### src/hdl/h2fp_pkg.sv
// shared types and constants of the http/2 frame parser
package h2fp_pkg;

    localparam int QUEUE_DEPTH_DEF = 4;
    localparam logic [23:0] MAX_FRAME_RESET = 24'd16384;

    localparam logic [7:0] FT_DATA          = 8'd0;
    localparam logic [7:0] FT_HEADERS       = 8'd1;
    localparam logic [7:0] FT_PRIORITY      = 8'd2;
    localparam logic [7:0] FT_RST_STREAM    = 8'd3;
    localparam logic [7:0] FT_SETTINGS      = 8'd4;
    localparam logic [7:0] FT_PING          = 8'd6;
    localparam logic [7:0] FT_GOAWAY        = 8'd7;
    localparam logic [7:0] FT_WINDOW_UPDATE = 8'd8;
    localparam logic [7:0] FT_CONTINUATION  = 8'd9;

    localparam int FLAG_PADDED_BIT = 3;
    localparam int FLAG_PRIO_BIT   = 5;

    localparam logic [1:0] ST_OK         = 2'd0;
    localparam logic [1:0] ST_PROTOCOL   = 2'd1;
    localparam logic [1:0] ST_FRAME_SIZE = 2'd2;

    localparam logic [15:0] SET_ENABLE_PUSH    = 16'd2;
    localparam logic [15:0] SET_INITIAL_WINDOW = 16'd4;
    localparam logic [15:0] SET_MAX_FRAME_SIZE = 16'd5;

    localparam logic KIND_SUMMARY = 1'b0;
    localparam logic KIND_ENTRY   = 1'b1;

    typedef struct packed {
        logic        has_entry;
        logic        has_sum;
        logic        oversize;
        logic [1:0]  entry_status;
        logic [31:0] entry_val;
        logic [15:0] entry_id;
        logic [7:0]  ftype;
        logic [7:0]  flags;
        logic [30:0] stream;
        logic [23:0] length;
        logic [7:0]  pad;
        logic [63:0] coll;
        logic [1:0]  fstatus;
        logic        mod6_zero;
    } h2fp_event_t;

    typedef struct packed {
        logic        kind;
        logic [7:0]  ftype;
        logic [7:0]  flags;
        logic [30:0] stream;
        logic [23:0] length;
        logic [1:0]  status;
        logic [2:0]  offset;
        logic [23:0] clen;
        logic [63:0] v1;
        logic [31:0] v2;
        logic        excl;
        logic        last;
    } h2fp_res_t;

endpackage

### src/hdl/h2fp_front.sv
// byte parser: header collection, payload capture, settings entry checks
module h2fp_front
    import h2fp_pkg::*;
(
    input  logic        aclk,
    input  logic        aresetn,
    input  logic        s_valid,
    output logic        s_ready,
    input  logic [7:0]  s_data_byte,
    input  logic        cfg_valid,
    output logic        cfg_ready,
    input  logic [23:0] cfg_data,
    input  logic        q_full,
    output logic        ev_push,
    output h2fp_event_t ev
);

    typedef enum logic [1:0] {PH_HEADER, PH_PAYLOAD, PH_HALTED} phase_t;

    phase_t      phase_reg, phase_next;
    logic [3:0]  hcnt_reg, hcnt_next;
    logic [23:0] len_reg, len_next;
    logic [7:0]  type_reg, type_next;
    logic [7:0]  flags_reg, flags_next;
    logic [30:0] stream_reg, stream_next;
    logic [23:0] pcnt_reg, pcnt_next;
    logic [2:0]  m6_reg, m6_next;
    logic [7:0]  pad_reg, pad_next;
    logic [63:0] coll_reg, coll_next;
    logic [47:0] entry_reg, entry_next;
    logic [1:0]  fst_reg, fst_next;
    logic [23:0] max_reg;

    logic        accept;
    logic        p;
    logic [24:0] lim;
    logic        last;
    logic [15:0] eid;
    logic [31:0] eval;
    logic [1:0]  es;

    assign s_ready   = !q_full;
    assign cfg_ready = 1'b1;
    assign accept    = s_valid && s_ready;

    always_comb begin
        phase_next  = phase_reg;
        hcnt_next   = hcnt_reg;
        len_next    = len_reg;
        type_next   = type_reg;
        flags_next  = flags_reg;
        stream_next = stream_reg;
        pcnt_next   = pcnt_reg;
        m6_next     = m6_reg;
        pad_next    = pad_reg;
        coll_next   = coll_reg;
        entry_next  = entry_reg;
        fst_next    = fst_reg;
        ev          = '0;
        ev_push     = 1'b0;
        p    = (type_reg <= FT_HEADERS) && flags_reg[FLAG_PADDED_BIT];
        lim  = (type_reg == FT_HEADERS) ? 25'd5 : 25'd8;
        last = ({1'b0, pcnt_reg} + 25'd1) == {1'b0, len_reg};
        entry_next = {entry_reg[39:0], s_data_byte};
        eid  = entry_next[47:32];
        eval = entry_next[31:0];
        es   = ST_OK;
        if (eid == SET_ENABLE_PUSH && eval > 32'd1) begin
            es = ST_PROTOCOL;
        end else if (eid == SET_INITIAL_WINDOW && eval[31]) begin
            es = ST_PROTOCOL;
        end else if (eid == SET_MAX_FRAME_SIZE && (eval < 32'd16384 || eval[31:24] != 8'd0)) begin
            es = ST_PROTOCOL;
        end
        entry_next = entry_reg;
        if (accept) begin
            case (phase_reg)
                PH_HEADER: begin
                    if (hcnt_reg < 4'd3) begin
                        len_next = {len_reg[15:0], s_data_byte};
                    end else if (hcnt_reg == 4'd3) begin
                        type_next = s_data_byte;
                    end else if (hcnt_reg == 4'd4) begin
                        flags_next = s_data_byte;
                    end else begin
                        stream_next = {stream_reg[22:0], s_data_byte};
                    end
                    if (hcnt_reg != 4'd8) begin
                        hcnt_next = hcnt_reg + 4'd1;
                    end else begin
                        hcnt_next  = '0;
                        pcnt_next  = '0;
                        m6_next    = '0;
                        pad_next   = '0;
                        coll_next  = '0;
                        entry_next = '0;
                        fst_next   = ST_OK;
                        ev.has_sum   = 1'b1;
                        ev.ftype     = type_reg;
                        ev.flags     = flags_reg;
                        ev.stream    = stream_next;
                        ev.length    = len_reg;
                        ev.mod6_zero = 1'b1;
                        if (len_reg > max_reg) begin
                            phase_next  = PH_HALTED;
                            ev.oversize = 1'b1;
                            ev_push     = 1'b1;
                        end else if (len_reg == 24'd0) begin
                            ev_push = 1'b1;
                        end else begin
                            phase_next = PH_PAYLOAD;
                        end
                    end
                end
                PH_PAYLOAD: begin
                    if (p && pcnt_reg == 24'd0) begin
                        pad_next = s_data_byte;
                    end
                    if ({1'b0, pcnt_reg} >= {24'd0, p} &&
                        {1'b0, pcnt_reg} < ({24'd0, p} + lim)) begin
                        coll_next = {coll_reg[55:0], s_data_byte};
                    end
                    if (type_reg == FT_SETTINGS) begin
                        entry_next = {entry_reg[39:0], s_data_byte};
                        if (m6_reg == 3'd5 && fst_reg == ST_OK) begin
                            ev.has_entry    = 1'b1;
                            ev.entry_status = es;
                            ev.entry_val    = eval;
                            ev.entry_id     = eid;
                            fst_next        = es;
                        end
                    end
                    m6_next   = (m6_reg == 3'd5) ? 3'd0 : m6_reg + 3'd1;
                    pcnt_next = pcnt_reg + 24'd1;
                    ev.ftype     = type_reg;
                    ev.flags     = flags_reg;
                    ev.stream    = stream_reg;
                    ev.length    = len_reg;
                    ev.pad       = pad_next;
                    ev.coll      = coll_next;
                    ev.fstatus   = fst_next;
                    ev.mod6_zero = (m6_reg == 3'd5);
                    if (last) begin
                        ev.has_sum = 1'b1;
                        phase_next = PH_HEADER;
                    end
                    ev_push = ev.has_entry || last;
                end
                default: begin
                end
            endcase
        end
    end

    always_ff @(posedge aclk) begin
        if (!aresetn) begin
            phase_reg  <= PH_HEADER;
            hcnt_reg   <= '0;
            len_reg    <= '0;
            type_reg   <= '0;
            flags_reg  <= '0;
            stream_reg <= '0;
            pcnt_reg   <= '0;
            m6_reg     <= '0;
            pad_reg    <= '0;
            coll_reg   <= '0;
            entry_reg  <= '0;
            fst_reg    <= ST_OK;
            max_reg    <= MAX_FRAME_RESET;
        end else begin
            phase_reg  <= phase_next;
            hcnt_reg   <= hcnt_next;
            len_reg    <= len_next;
            type_reg   <= type_next;
            flags_reg  <= flags_next;
            stream_reg <= stream_next;
            pcnt_reg   <= pcnt_next;
            m6_reg     <= m6_next;
            pad_reg    <= pad_next;
            coll_reg   <= coll_next;
            entry_reg  <= entry_next;
            fst_reg    <= fst_next;
            if (cfg_valid && cfg_ready) begin
                max_reg <= cfg_data;
            end
        end
    end

endmodule

### src/hdl/h2fp_queue.sv
// small event queue between parser and result builder
module h2fp_queue
    import h2fp_pkg::*;
#(
    parameter int DEPTH = QUEUE_DEPTH_DEF
) (
    input  logic        aclk,
    input  logic        aresetn,
    input  logic        push,
    input  h2fp_event_t push_data,
    input  logic        pop,
    output h2fp_event_t head,
    output logic        empty,
    output logic        full
);

    localparam int PW = (DEPTH > 1) ? $clog2(DEPTH) : 1;
    localparam int CW = $clog2(DEPTH + 1);

    h2fp_event_t   mem [DEPTH];
    logic [PW-1:0] wptr_reg, rptr_reg;
    logic [CW-1:0] count_reg;

    assign empty = (count_reg == '0);
    assign full  = (count_reg == CW'(DEPTH));
    assign head  = mem[rptr_reg];

    always_ff @(posedge aclk) begin
        if (push) begin
            mem[wptr_reg] <= push_data;
        end
    end

    always_ff @(posedge aclk) begin
        if (!aresetn) begin
            wptr_reg  <= '0;
            rptr_reg  <= '0;
            count_reg <= '0;
        end else begin
            if (push) begin
                wptr_reg <= (wptr_reg == PW'(DEPTH - 1)) ? '0 : wptr_reg + PW'(1);
            end
            if (pop) begin
                rptr_reg <= (rptr_reg == PW'(DEPTH - 1)) ? '0 : rptr_reg + PW'(1);
            end
            count_reg <= count_reg + CW'(push) - CW'(pop);
        end
    end

    a_no_overflow: assert property (@(posedge aclk) disable iff (!aresetn)
        !(push && full && !pop)) else $error("queue overflow");
    a_no_underflow: assert property (@(posedge aclk) disable iff (!aresetn)
        !(pop && empty)) else $error("queue underflow");
    a_count_range: assert property (@(posedge aclk) disable iff (!aresetn)
        count_reg <= CW'(DEPTH)) else $error("queue count out of range");

endmodule

### src/hdl/h2fp_back.sv
// result builder: frame validation and output register
module h2fp_back
    import h2fp_pkg::*;
(
    input  logic        aclk,
    input  logic        aresetn,
    input  logic        q_empty,
    input  h2fp_event_t head,
    output logic        pop,
    output logic        m_valid,
    input  logic        m_ready,
    output h2fp_res_t   res
);

    logic        m_valid_reg;
    logic        edone_reg, edone_next;
    h2fp_res_t   res_reg, rec, sum;
    logic        load, emit_entry;
    logic        padded, prio;
    logic [30:0] dep;
    logic        pex;
    logic [31:0] wt;
    logic [2:0]  off;
    logic [24:0] avail;
    logic        padgt;
    logic [23:0] clen;

    always_comb begin
        padded = head.flags[FLAG_PADDED_BIT];
        prio   = head.flags[FLAG_PRIO_BIT];
        dep    = head.coll[38:8];
        pex    = head.coll[39];
        wt     = {23'd0, {1'b0, head.coll[7:0]} + 9'd1};
        off    = 3'(padded);
        if (head.ftype == FT_HEADERS && prio) begin
            off = off + 3'd5;
        end
        avail = {1'b0, head.length} - {22'd0, off};
        padgt = {17'd0, head.pad} > avail;
        clen  = 24'(avail - {17'd0, head.pad});
        sum        = '0;
        sum.kind   = KIND_SUMMARY;
        sum.ftype  = head.ftype;
        sum.flags  = head.flags;
        sum.stream = head.stream;
        sum.length = head.length;
        sum.last   = 1'b1;
        case (head.ftype)
            FT_DATA: begin
                sum.offset = off;
                if (head.stream == '0) sum.status = ST_PROTOCOL;
                else if (padded && head.length == '0) sum.status = ST_PROTOCOL;
                else if (padgt) sum.status = ST_PROTOCOL;
                else sum.clen = clen;
            end
            FT_HEADERS: begin
                sum.offset = off;
                if (head.stream == '0) sum.status = ST_PROTOCOL;
                else if (padded && head.length == '0) sum.status = ST_PROTOCOL;
                else if (prio && head.length < {21'd0, off}) sum.status = ST_FRAME_SIZE;
                else if (padgt) sum.status = ST_PROTOCOL;
                else if (prio && dep == head.stream) sum.status = ST_PROTOCOL;
                else begin
                    sum.clen = clen;
                    if (prio) begin
                        sum.v1   = {33'd0, dep};
                        sum.v2   = wt;
                        sum.excl = pex;
                    end else begin
                        sum.v2 = 32'd16;
                    end
                end
            end
            FT_PRIORITY: begin
                if (head.stream == '0) sum.status = ST_PROTOCOL;
                else if (head.length != 24'd5) sum.status = ST_FRAME_SIZE;
                else if (dep == head.stream) sum.status = ST_PROTOCOL;
                else begin
                    sum.v1   = {33'd0, dep};
                    sum.v2   = wt;
                    sum.excl = pex;
                end
            end
            FT_RST_STREAM: begin
                if (head.stream == '0) sum.status = ST_PROTOCOL;
                else if (head.length != 24'd4) sum.status = ST_FRAME_SIZE;
                else sum.v1 = {32'd0, head.coll[31:0]};
            end
            FT_SETTINGS: begin
                if (head.fstatus != ST_OK) sum.status = head.fstatus;
                else if (!head.mod6_zero) sum.status = ST_FRAME_SIZE;
            end
            FT_PING: begin
                if (head.stream != '0) sum.status = ST_PROTOCOL;
                else if (head.length != 24'd8) sum.status = ST_FRAME_SIZE;
                else sum.v1 = head.coll;
            end
            FT_GOAWAY: begin
                if (head.stream != '0) sum.status = ST_PROTOCOL;
                else if (head.length < 24'd8) sum.status = ST_FRAME_SIZE;
                else begin
                    sum.v1 = {33'd0, head.coll[62:32]};
                    sum.v2 = head.coll[31:0];
                end
            end
            FT_WINDOW_UPDATE: begin
                if (head.length != 24'd4) sum.status = ST_FRAME_SIZE;
                else if (head.coll[30:0] == '0) sum.status = ST_PROTOCOL;
                else sum.v1 = {33'd0, head.coll[30:0]};
            end
            FT_CONTINUATION: begin
                if (head.stream == '0) sum.status = ST_PROTOCOL;
                else sum.clen = head.length;
            end
            default: begin
            end
        endcase
        if (head.oversize) begin
            sum.status = ST_FRAME_SIZE;
        end
        if (sum.status != ST_OK) begin
            sum.offset = '0;
            sum.clen   = '0;
            sum.v1     = '0;
            sum.v2     = '0;
            sum.excl   = 1'b0;
        end
    end

    assign emit_entry = head.has_entry && !edone_reg;
    assign load       = !q_empty && (!m_valid_reg || m_ready);
    assign pop        = load && !(emit_entry && head.has_sum);

    always_comb begin
        rec = sum;
        if (emit_entry) begin
            rec        = '0;
            rec.kind   = KIND_ENTRY;
            rec.ftype  = head.ftype;
            rec.flags  = head.flags;
            rec.stream = head.stream;
            rec.length = head.length;
            rec.status = head.entry_status;
            rec.v1     = {32'd0, head.entry_val};
            rec.v2     = {16'd0, head.entry_id};
            rec.last   = !head.has_sum;
        end
        edone_next = edone_reg;
        if (load) begin
            edone_next = emit_entry && head.has_sum;
        end
    end

    always_ff @(posedge aclk) begin
        if (load) begin
            res_reg <= rec;
        end
    end

    always_ff @(posedge aclk) begin
        if (!aresetn) begin
            m_valid_reg <= 1'b0;
            edone_reg   <= 1'b0;
        end else begin
            edone_reg <= edone_next;
            if (load) begin
                m_valid_reg <= 1'b1;
            end else if (m_ready) begin
                m_valid_reg <= 1'b0;
            end
        end
    end

    assign m_valid = m_valid_reg;
    assign res     = res_reg;

    a_entry_then_summary: assert property (@(posedge aclk) disable iff (!aresetn)
        edone_reg |-> (!q_empty && head.has_sum)) else $error("lost summary after entry");
    a_pop_ends_event: assert property (@(posedge aclk) disable iff (!aresetn)
        pop |-> rec.last) else $error("event popped before its last result");
    a_summary_last: assert property (@(posedge aclk) disable iff (!aresetn)
        (m_valid_reg && res_reg.kind == KIND_SUMMARY) |-> res_reg.last)
        else $error("summary not marked last");

endmodule

### src/hdl/h2_frame_parser_validator.sv
// top level of the http/2 frame parser and validator
//
//  channel  dir  handshake             payload
//  s_       in   s_valid / s_ready     s_data_byte
//  m_       out  m_valid / m_ready     m_result_kind .. m_last_of_run
//  cfg_     in   cfg_valid / cfg_ready cfg_data (max frame bytes)
//
// one byte per cycle in while s_ready is high; a byte ending a settings entry
// on the last payload byte yields two results for the output stage to drain
// the event queue absorbs those; s_ready drops only when the queue is full
// reset restores max frame bytes to 16384; an oversized frame halts until reset
module h2_frame_parser_validator
    import h2fp_pkg::*;
#(
    parameter int QUEUE_DEPTH = QUEUE_DEPTH_DEF
) (
    input  logic        aclk,
    input  logic        aresetn,
    input  logic        s_valid,
    output logic        s_ready,
    input  logic [7:0]  s_data_byte,
    input  logic        cfg_valid,
    output logic        cfg_ready,
    input  logic [23:0] cfg_data,
    output logic        m_valid,
    input  logic        m_ready,
    output logic        m_result_kind,
    output logic [7:0]  m_frame_type,
    output logic [7:0]  m_frame_flags,
    output logic [30:0] m_stream_ident,
    output logic [23:0] m_frame_length,
    output logic [1:0]  m_status,
    output logic [2:0]  m_content_offset,
    output logic [23:0] m_content_length,
    output logic [63:0] m_value_primary,
    output logic [31:0] m_value_secondary,
    output logic        m_exclusive_flag,
    output logic        m_last_of_run
);

    h2fp_event_t ev, head;
    h2fp_res_t   res;
    logic        ev_push, pop, q_empty, q_full;

    h2fp_front u_front (
        .aclk        (aclk),
        .aresetn     (aresetn),
        .s_valid     (s_valid),
        .s_ready     (s_ready),
        .s_data_byte (s_data_byte),
        .cfg_valid   (cfg_valid),
        .cfg_ready   (cfg_ready),
        .cfg_data    (cfg_data),
        .q_full      (q_full),
        .ev_push     (ev_push),
        .ev          (ev)
    );

    h2fp_queue #(.DEPTH(QUEUE_DEPTH)) u_queue (
        .aclk      (aclk),
        .aresetn   (aresetn),
        .push      (ev_push),
        .push_data (ev),
        .pop       (pop),
        .head      (head),
        .empty     (q_empty),
        .full      (q_full)
    );

    h2fp_back u_back (
        .aclk    (aclk),
        .aresetn (aresetn),
        .q_empty (q_empty),
        .head    (head),
        .pop     (pop),
        .m_valid (m_valid),
        .m_ready (m_ready),
        .res     (res)
    );

    assign m_result_kind     = res.kind;
    assign m_frame_type      = res.ftype;
    assign m_frame_flags     = res.flags;
    assign m_stream_ident    = res.stream;
    assign m_frame_length    = res.length;
    assign m_status          = res.status;
    assign m_content_offset  = res.offset;
    assign m_content_length  = res.clen;
    assign m_value_primary   = res.v1;
    assign m_value_secondary = res.v2;
    assign m_exclusive_flag  = res.excl;
    assign m_last_of_run     = res.last;

endmodule
### config.mk
export PLATFORM = sky130hd
export DESIGN_NAME = h2_frame_parser_validator
export DESIGN_NICKNAME = d
export VERILOG_FILES = /design/src/hdl/h2fp_pkg.sv /design/src/hdl/h2fp_front.sv /design/src/hdl/h2fp_queue.sv /design/src/hdl/h2fp_back.sv /design/src/hdl/h2_frame_parser_validator.sv
export SDC_FILE = /design/constraint.sdc
export NUM_CORES = 2
export LEC_CHECK = 0
export BUFFER_PORTS_ARGS = -buffer_cell sky130_fd_sc_hd__buf_2
export CAP_MARGIN = 20
export CORE_ASPECT_RATIO = 1.25
export CORE_MARGIN = 1.5
export CORE_UTILIZATION = 61
export DETAILED_ROUTE_END_ITERATION = 10
export GPL_TIMING_DRIVEN = 0
export PLACE_DENSITY = 0.79
export SYNTH_ARGS = -nofsm -noshare
export SYNTH_HDL_FRONTEND = slang
export SYNTH_SLANG_ARGS = --single-unit
### constraint.sdc
create_clock -name aclk -period 17.7 [get_ports aclk]
set_input_delay 2.655 -clock aclk [delete_from_list [all_inputs] [get_ports aclk]]
set_output_delay 2.655 -clock aclk [all_outputs]
set_load 0.02 [all_outputs]
==> results by group <==
Global routing
  • Vias in the first global route: 32676
  • Initial antenna violation count: 13
  • Total gr overflow: 0
  • Largest net degree at the start of global routing: 33
  • Total GRT Usage: 32.98%
  • First-pass GRT wire length: 210600 µm

Setup path
  • Critical setup path kind: reg -> reg
  • CP required: 18.03 ns
  • R2r worst-path depth: 29
  • Reg-to-reg setup timing slack: 7.51 ns
  • CP max stage cell: clkbuf_1
  • Critical path endpoint category: register
  • CP Data Arrival Time: 10.53 ns
  • Critical path startpoint category: register
  • Max stage delay on crit path: 0.78 ns
  • Top fanout value on the critical path: 10
  • RR Endpoint: u_back.res[64]

Power and ir drop
  • Final Total Pwr: 0.008602 W
  • Comb pwr share: 29.8%
  • Int Pwr: 0.005733 W
  • Peak VDD IR: 0.08301 mV
  • Sequential Power Share: 40.8%
  • Leak pwr: 19.58 nW
  • Switching part of the total power: 33.35%
  • NetSw: 0.002869 W
  • Pwr Density: 143.4 nW/µm²
  • Clk pwr share: 29.4%

Hold path
  • Worst hold path type: reg -> reg
  • Hold depth: 2
  • Hold path startpoint: u_front.stream_reg[29]
  • Endpoint, Worst Hold: u_front.stream_reg[29]

Yosys
  • Seq/Total Area, Yosys: 66.29%
  • Primary FF master, synth: edfxtp_1
  • Most common cell in the synthesized netlist: edfxtp_1
  • Post-synth cell types: 75
  • Top cells by area, synth: edfxtp_1 57%, dfxtp_1 9.6%, mux4_2 8.4%, mux2i_1 2.3%, nor2b_1 2.3%
  • Dominant cell type by area after synthesis: edfxtp_1
  • EDFF count, synth: 991
  • Share of the synthesized area in the top cell type: 56.65%
  • Synthesized Nets: 3706
  • Synth async-reset ratio: 0%
  • Syn_area_per_cell: 14.57 µm²
  • #FFs+latches synth: 1244
  • Gate Count Post-Synth: 3605
  • Mapped cell area: 52530 µm²
  • Most frequent cells after synthesis: 991 x edfxtp_1, 261 x nand2_1, 253 x dfxtp_1
  • Synth warn: 0

Cells and area
  • Largest register FFs: 792
  • Post-Layout Cell Count: 5209
  • Fill cell count: 5473
  • Layout cells sized above 1: 17.65%
  • Nets: 4105
  • Synth-to-layout area growth: 14.20%
  • Post-route cell area: 59990 µm²

Timing
  • Final count of hold timing violations: 0
  • Post-route minimum period: 10.19 ns
  • Normalized max-slew margin: 15.30%
  • Final Max Tran Viols: 0
  • Final hold slack: 0.4661 ns
  • Max Clk Rate: 0.09810 GHz
  • RSZ-0062 raised after global routing: no
  • Final setup skew: 0.05339 ns
  • Worst Tran Pin Value: 1.259 ns
  • Final setup fails: 0
  • Final worst-path cycle share: 57.59%

Detailed routing
  • Routed wire per std cell: 28.08 µm
  • DRC Markers: 0
  • Routed via count: 34274
  • Final ANT Viol Nets: 0
  • 1st-pass router iterations: 10
  • Via-to-Cell Ratio: 6.580
  • Iteration-0 DRC count of the detailed router: 4957
  • Final WL: 146300 µm

Clocking
  • H-tree Lvls: 3
  • Maximum clock path buffer count: 3
  • Resized cells post-CTS: 0
  • Hold_buf cts: 0
  • CTS sink cnt: 1244
  • Root Buffer: clkbuf_16
  • Inserted Clock Buffers: 112
  • Skew-Pair Late Insertion Delay: 0.71 ns
  • CTS tree: built
  • Post-CTS setup buffers: 0
  • Clk pin slew, worst setup/hold paths: 0.06 ns

Die
  • Rows: 120
  • Die area: 87890 µm²
  • Starting Density: 61.49%
  • Width of the die: 265.5 µm
  • IO Count: 239
  • Core ar.: 85430 µm²
  • Die Ht: 331.1 µm

Job
  • Max-cap violation count: 0

Placed design
  • Placed Cells: 4982
  • Placed Area: 56010 µm²
  • Post-DP HPWL: 101200 µm
  • RD Place Congestion: 0.9624
  • Port bufs: 235

Run status
  • Status: completed
-- power by group through the flow --
stage / combinational (W) / sequential, W / clock, W
detailed placement: 0.00249 / 0.00357 / 0
finish: 0.00257 / 0.00351 / 0.00253
floorplan: 0.00133 / 0.00389 / 0
CTS: 0.00252 / 0.00351 / 0.00254
global route: 0.00268 / 0.00353 / 0.00264
global placement: 0.00236 / 0.00371 / 0
-- worst max-delay path, delay by kind of cell (launching register included) --
family | cells | cell delay, ns
buf+inv | 9 | 3.47
mux | 1 | 0.52
simple gates | 8 | 2.03
compound gates | 6 | 2.08
xor+xnor | 1 | 0.24
flops | 1 | 0.31
fa+ha+maj | 4 | 1.12
-- routing by layer --
layer  vias up  GRT usage (%)  wire, µm
met2      2300          53.00     69920
met4         6          16.20      7264
met5         -              0        36
met1     16940          42.94     52920
li1      14594              -         -
met3       434          7.325     16110
-- layout make-up --
| cell class | instances | area [µm²] | area share (%) |
|---|---|---|---|
| multi-input cells | 2055 | 16520 | 27.53 |
| clock inverters | 67 | 744.5 | 1.241 |
| flip-flops and latches | 1244 | 34820 | 58.05 |
| well taps | 1098 | 1374 | 2.290 |
| repair buffers | 285 | 2132 | 3.554 |
| clock buffers | 145 | 3131 | 5.219 |
| plain buffers | 228 | 949.7 | 1.583 |
| diodes | 9 | 22.52 | 0.03754 |
| inverters | 78 | 292.8 | 0.4881 |
-- per-stage QoR --
stage	setup TNS, ns	setup slack (ns)	util, %
detailed placement	0	7.803	65.56
floorplan	0	2.781	-
finish	0	7.506	70.22
global placement	-2413.82	-3.197	64.47
CTS	0	7.644	70.10
global route	0	7.230	70.20
-- kinds of logic (layout without fill, tap and decap cells) --
kind of cell	Yosys count	in the layout	synth area share [%]
DFF	1244	1244	66.29
buffers and inverters	306	803	2.365
muxes	317	317	10.69
adders and majority gates	64	64	1.567
AOI/OAI and AO/OA	504	504	6.746
and+or+nand+nor	1074	1074	10.74
other	1	10	0.007139
xor gates and xnor gates	95	95	1.584
-- cells in the final DEF (no fill, tap or decap), types with 17 or more instances in the layout --
cell type	count
clkinv_1	19
xnor2_1	60
dfxtp_1	253
edfxtp_1	991
nand2_1	261
nand3_1	44
ha_1	61
buf_1	17
a21boi_0	66
nor2_1	183
a21oi_1	52
or3_1	20
mux4_2	195
o21ai_0	93
nor2b_1	186
inv_1	78
buf_12	33
and2_1	105
a222oi_1	31
and3_1	65
clkbuf_16	115
a22oi_1	155
nor3_1	50
mux2i_1	119
nor4_1	56
clkbuf_1	201
buf_2	251
nand4_1	30
xor2_1	35
clkinv_2	18
-- how the worst max path moves through the flow --
stage | start | to | slack [ns] | cells past startpoint
detailed placement | register | u_back.res[64] | 7.80 | 29
CTS | register | u_back.res[64] | 7.64 | 29
global route | register | u_back.res[64] | 7.23 | 26
global placement | s_valid | u_queue.mem[3][32] | -3.20 | 9
finish | register | u_back.res[64] | 7.51 | 29
floorplan | m_ready | u_queue.count_reg[2] | 2.78 | 12
No activity file was read; power rests on OpenSTA's default activity.
